$ cat src/hdl/point_segment_distance_core_assert.svh
// Assertion macros shared by the point-to-segment distance RTL.
`ifndef POINT_SEGMENT_DISTANCE_CORE_ASSERT_SVH
`define POINT_SEGMENT_DISTANCE_CORE_ASSERT_SVH

// Same-cycle implication, disabled while reset is applied.
`define PSD_ASSERT_SAME(label, clk, rst_n, ante, cons) \
  label: assert property (@(posedge clk) disable iff (!(rst_n)) (ante) |-> (cons)) \
    else $error("point_segment_distance_core: assertion failed");

// Next-cycle implication, disabled while reset is applied.
`define PSD_ASSERT_NEXT(label, clk, rst_n, ante, cons) \
  label: assert property (@(posedge clk) disable iff (!(rst_n)) (ante) |=> (cons)) \
    else $error("point_segment_distance_core: assertion failed");

`endif

$ cat src/hdl/psd_pkg.sv
// Types and constants of the point-to-segment distance core.
`default_nettype none
package psd_pkg;

  localparam int COORD_BITS = 16;
  localparam int DIST_BITS  = 17;
  localparam int DIFF_W     = COORD_BITS + 1;
  localparam int PROD_W     = 2 * DIFF_W;
  localparam int SUM_W      = PROD_W + 1;
  localparam int TGT_A      = 2 * SUM_W + 2;
  localparam int TGT_B      = SUM_W + 2 * DIST_BITS + 3;
  localparam int TGT_W      = (TGT_A > TGT_B) ? TGT_A : TGT_B;

  typedef enum logic [1:0] {
    CASE_START    = 2'd0,
    CASE_END      = 2'd1,
    CASE_INTERIOR = 2'd2
  } kind_e;

  typedef struct packed {
    logic signed [COORD_BITS-1:0] point_x;
    logic signed [COORD_BITS-1:0] point_y;
    logic signed [COORD_BITS-1:0] start_x;
    logic signed [COORD_BITS-1:0] start_y;
    logic signed [COORD_BITS-1:0] end_x;
    logic signed [COORD_BITS-1:0] end_y;
  } psd_req_t;

  typedef struct packed {
    logic [DIST_BITS-1:0] distance;
    kind_e                nearest_case;
  } psd_rsp_t;

  // Root extraction state handed from cell to cell.
  typedef struct packed {
    logic [TGT_W-1:0]     rem;
    logic [TGT_W-1:0]     acc;
    logic [SUM_W-1:0]     scale;
    logic [DIST_BITS-1:0] root;
    kind_e                kind;
  } psd_work_t;

endpackage
`default_nettype wire

$ cat src/hdl/psd_cell.sv
// One root cell: decides one bit of the scaled square root.
`default_nettype none
module psd_cell #(
  parameter int BIT = 0
) (
  input  wire logic               clk_i,
  input  wire logic               rst_ni,
  input  wire logic               valid_i,
  output logic                    stall_o,
  input  wire psd_pkg::psd_work_t work_i,
  output logic                    valid_o,
  input  wire logic               stall_i,
  output psd_pkg::psd_work_t      work_o
);

  localparam int TW = psd_pkg::TGT_W;

  logic               valid_q;
  logic [TW-1:0]      scale_w, delta;
  logic               take;
  psd_pkg::psd_work_t work_d, work_q;

  assign stall_o = valid_q && stall_i;
  assign valid_o = valid_q;
  assign work_o  = work_q;

  // Setting this bit grows q*q*s by (2*q*s + s*2^BIT) * 2^BIT.
  assign scale_w = TW'(work_i.scale);
  assign delta   = (work_i.acc << (BIT + 1)) + (scale_w << (2 * BIT));
  assign take    = work_i.rem >= delta;

  always_comb begin
    work_d = work_i;
    if (take) begin
      work_d.rem       = work_i.rem - delta;
      work_d.acc       = work_i.acc + (scale_w << BIT);
      work_d.root[BIT] = 1'b1;
    end
  end

  always_ff @(posedge clk_i or negedge rst_ni) begin
    if (!rst_ni) begin
      valid_q <= 1'b0;
    end else if (!stall_o) begin
      valid_q <= valid_i;
    end
  end

  always_ff @(posedge clk_i) begin
    if (valid_i && !stall_o) work_q <= work_d;
  end

endmodule
`default_nettype wire

$ cat config.mk
export PLATFORM = sky130hd
export DESIGN_NAME = psd_cell
export DESIGN_NICKNAME = d
export VERILOG_FILES = /design/src/hdl/point_segment_distance_core_assert.svh /design/src/hdl/psd_pkg.sv /design/src/hdl/psd_cell.sv
export SDC_FILE = /design/constraint.sdc
export NUM_CORES = 1
export LEC_CHECK = 0
export ABC_CLOCK_PERIOD_IN_PS = 13100
export BUFFER_PORTS_ARGS = -buffer_cell sky130_fd_sc_hd__buf_2
export CORE_UTILIZATION = 40
export CTS_CLUSTER_DIAMETER = 60
export DETAILED_ROUTE_END_ITERATION = 16
export SETUP_SLACK_MARGIN = 0.05
export SLEW_MARGIN = 15
export SYNTH_ARGS = -nofsm -noshare
export SYNTH_HDL_FRONTEND = slang
export SYNTH_SLANG_ARGS = --single-unit
$ cat constraint.sdc
create_clock -name clk_i -period 13.1 [get_ports clk_i]
set_input_delay 2.62 -clock clk_i [delete_from_list [all_inputs] [get_ports clk_i]]
set_output_delay 2.62 -clock clk_i [all_outputs]
set_load 0.01 [all_outputs]
==> metrics <==
crit path kind primary input to flip-flop; Overall Power roughly 2.3 mW; detail-routed via count per cell about 5.5; final RePlAce weighted congestion about 0.91; cell with the most instances after synthesis nand2_1; RSZ-0062 raised after global routing no; Non-Filler Instances 2757; Yosys warning count 0; vias in the first global route between 10000 and 15000; fmax between 100 and 150 MHz; Slew HR about a quarter; Mapped Area 16800 um^2; cell-internal power approximately 1.4 mW; Synth top area share between 30% and 40%; hold_ws roughly 0.7 ns; Die Span X 207 um; EDFF count, synth between 150 and 200; routed length per placed instance ~19 um; # hold bufs at CTS 0; Post-Syn Nets ~2200; Final HPWL DP ~42 mm; # Post-CTS Setup Buffers 0; P per Cell Area approximately 110 nW/um^2; area grow syn2layout 17.3%; largest net degree at the start of global routing roughly 210; Final Setup Violations 0; CTS buffer count 17; # rows 74; final hold vios 0; Tmin final between 9 and 10 ns; die extent in y 207 um; CP peak stage delay around 1.1 ns; fin. max-slew vios 0; Logic pwr share roughly two fifths; period utilization 70.4%; PostCTS Resize Cnt 0; final worst setup slack between 3 and 4 ns; Seq/Total Area, Yosys a little over a third; Max clock buf depth 2; met1 GRT Util 32.7%; antenna-violating nets left 0; unique cell type count in the Yosys netlist 86; CP arrival about 9.5 ns; switching pwr between 800 and 900 uW; crit path launch type primary input; Post-synth top flop edfxtp_1; Max rail drop VDD ~0.00009 V; Required @ worst endpoint 13.34 ns; Flop pwr share 35.1%; I/O Pins 402; synthesized instance count 1874; Worst Tran Pin Value about 1.1 ns; #FFs+latches synth slightly below 200; outcome finished clean; final WL approximately 53 mm; setup tns final 0 ns; total gr overflow 0; Pre-antenna DRT Iters 7; fraction of layout cells with a size suffix above 1 21.4%; initial antenna violation count 2; CTS root buffer clkbuf_16; clock sinks 199; busiest layer in global routing met2; max cap viols 0; Core ar. 41200 um^2; Hold Crit Class flip-flop to flip-flop; Worst-path clk slew approximately 0.070 ns; Nets between 2000 and 3000; Cell Chain, Critical Path buf_2, ha_1, o21a_1, o21ai_0, a2111oi_0, a21o_1, a211oi_1, a211oi_2, a21o_1, a21o_1, nand3_1, xor2_1, ha_1, nand4_1, nor3_1, nand4_1, nand4_1, a21oi_2, o31ai_2, a21oi_4, buf_12, nor4b_4, nand4_1, xnor2_1; Clock Power Share 24.7%; met2 usage in global routing 39.4%; placed cells around 2700; clk_skew 0.0140 ns; Net Sw Frac approximately 37%; Total GRT Usage about a quarter; synth cell count leaders nand2_1, edfxtp_1, o21ai_0; layout filler cell count between 4000 and 5000; CP bufs+invs 2; vias between 15000 and 20000; port bufs ~400; DIE AREA between 40000 and 50000 um^2; Max FO, Critical Path 210; Skew-Pair Late Insertion Delay ~0.50 ns; ranking of synthesized cells by area edfxtp_1, ha_1, nand2_1, xnor2_1, xor2_1; Lkg Pwr ~8.5 nW; Initial Util just over 40%; slowest CP cell nor4b_4; critical path endpoint category flip-flop; H-Tree Level Count 4; cell mode on critical path nand4_1; iteration-0 DRC count of the detailed router approximately 1200; drt drc 0; pre-CTS setup slack 3.43 ns; post-synthesis async set-or-reset flop share less than 1%; crit-path leading delay family compound AO/OA/AOI/OAI gates; first-pass GRT wire length 80.7 mm; met3 GRT Util 4.35%; cell taking the most area after synthesis edfxtp_1; Syn Area/Cell approximately 9 um^2; CTS tree yes
## worst min-delay path: cells and delay by family (launching register included)
family | cells | cell delay [ns]
and+or+nand+nor | 2 | 0.32
DFF | 1 | 0.34
## metal layers
layer,vias up,wire (um)
met1,7142,24600
met3,49,2740
li1,7573,-
met4,2,902
met5,-,12
met2,460,24500
## through the flow
stage	instance area (um^2)	utilization, %
2_1_floorplan	16800	-
3_3_place_gp	19200	46.5
3_5_place_dp	19200	46.5
4_1_cts	19700	47.9
5_1_grt	19700	47.9
6_report	19700	47.9
## final timing paths
path / start / endpoint / slack, ns / depth (start not counted)
setup / recovery: work_i[26] / work_o[96]$_DFFE_PP_ / 3.87 / 24
hold / removal: valid_o$_DFFE_PN0N_ / valid_o$_DFFE_PN0N_ / 0.68 / 2
setup reg to reg: valid_o$_DFFE_PN0N_ / work_o[78]$_DFFE_PP_ / 10.69 / 4
hold reg to reg: valid_o$_DFFE_PN0N_ / valid_o$_DFFE_PN0N_ / 0.68 / 2
max in group asynchronous: rst_ni / valid_o$_DFFE_PN0N_ / 11.12 / 1
min in group asynchronous: rst_ni / valid_o$_DFFE_PN0N_ / 1.90 / 1
## flip-flops by register name (all words and copies together) (netlist names)
signal	count
valid_o	1
work_o	198
## cells by family (layout without fill, tap and decap cells)
group	after synthesis	after routing	synth area share, %
buf+inv	130	480	3.46
other cells	0	1	0
mux	10	10	0.654
xor+xnor	206	206	10.7
compound gates	574	574	21.8
simple gates	611	611	17.1
fa+ha+maj	144	144	10.8
flops	199	199	35.5
## area by class of cell
| cell class | instances | area (um^2) | share of cell area [%] |
|---|---|---|---|
| antenna | 1 | 2.50 | 0.0127 |
| tap | 532 | 666 | 3.37 |
| timing repair buffer | 406 | 2070 | 10.5 |
| inverter | 42 | 158 | 0.798 |
| sequential | 199 | 5970 | 30.2 |
| clock inverter | 12 | 150 | 0.760 |
| multi-input combinational | 1545 | 10300 | 52.1 |
| clock buffer | 20 | 437 | 2.21 |
## cell usage in the layout (no fill, tap or decap), types with 4 or more instances in the layout
master     instances
buf_2            401
nand2_1          282
edfxtp_1         198
o21ai_0          161
a21oi_1          147
ha_1             141
xnor2_1          110
xor2_1            96
a21o_1            93
nor2_1            89
nand3_1           53
inv_1             42
nand4_1           42
nor3_1            36
o21bai_1          30
and3_1            27
o21a_1            23
clkbuf_16         17
nand2b_1          14
and2_1            13
a31oi_1           13
nor2b_1           11
a221oi_1           9
o21ai_1            9
or2_2              8
a211oi_1           7
nor4_1             7
a21boi_0           7
o31ai_1            7
and4_1             6
o211ai_1           6
a2111oi_0          5
or3_1              5
mux2_1             5
a31o_2             4
a211o_1            4
## power by group through the flow
| stage | registers, mW | logic (mW) | clock network [mW] |
|---|---|---|---|
| after CTS | 0.795 | 0.903 | 0.578 |
| after global routing | 0.799 | 1.00 | 0.595 |
| after detailed placement | 0.809 | 0.896 | 0 |
| after floorplan | 0.849 | 0.605 | 0 |
| after global placement | 0.809 | 0.892 | 0 |
| final | 0.795 | 0.908 | 0.559 |
Note: power is estimated with default switching activity, not from simulation.
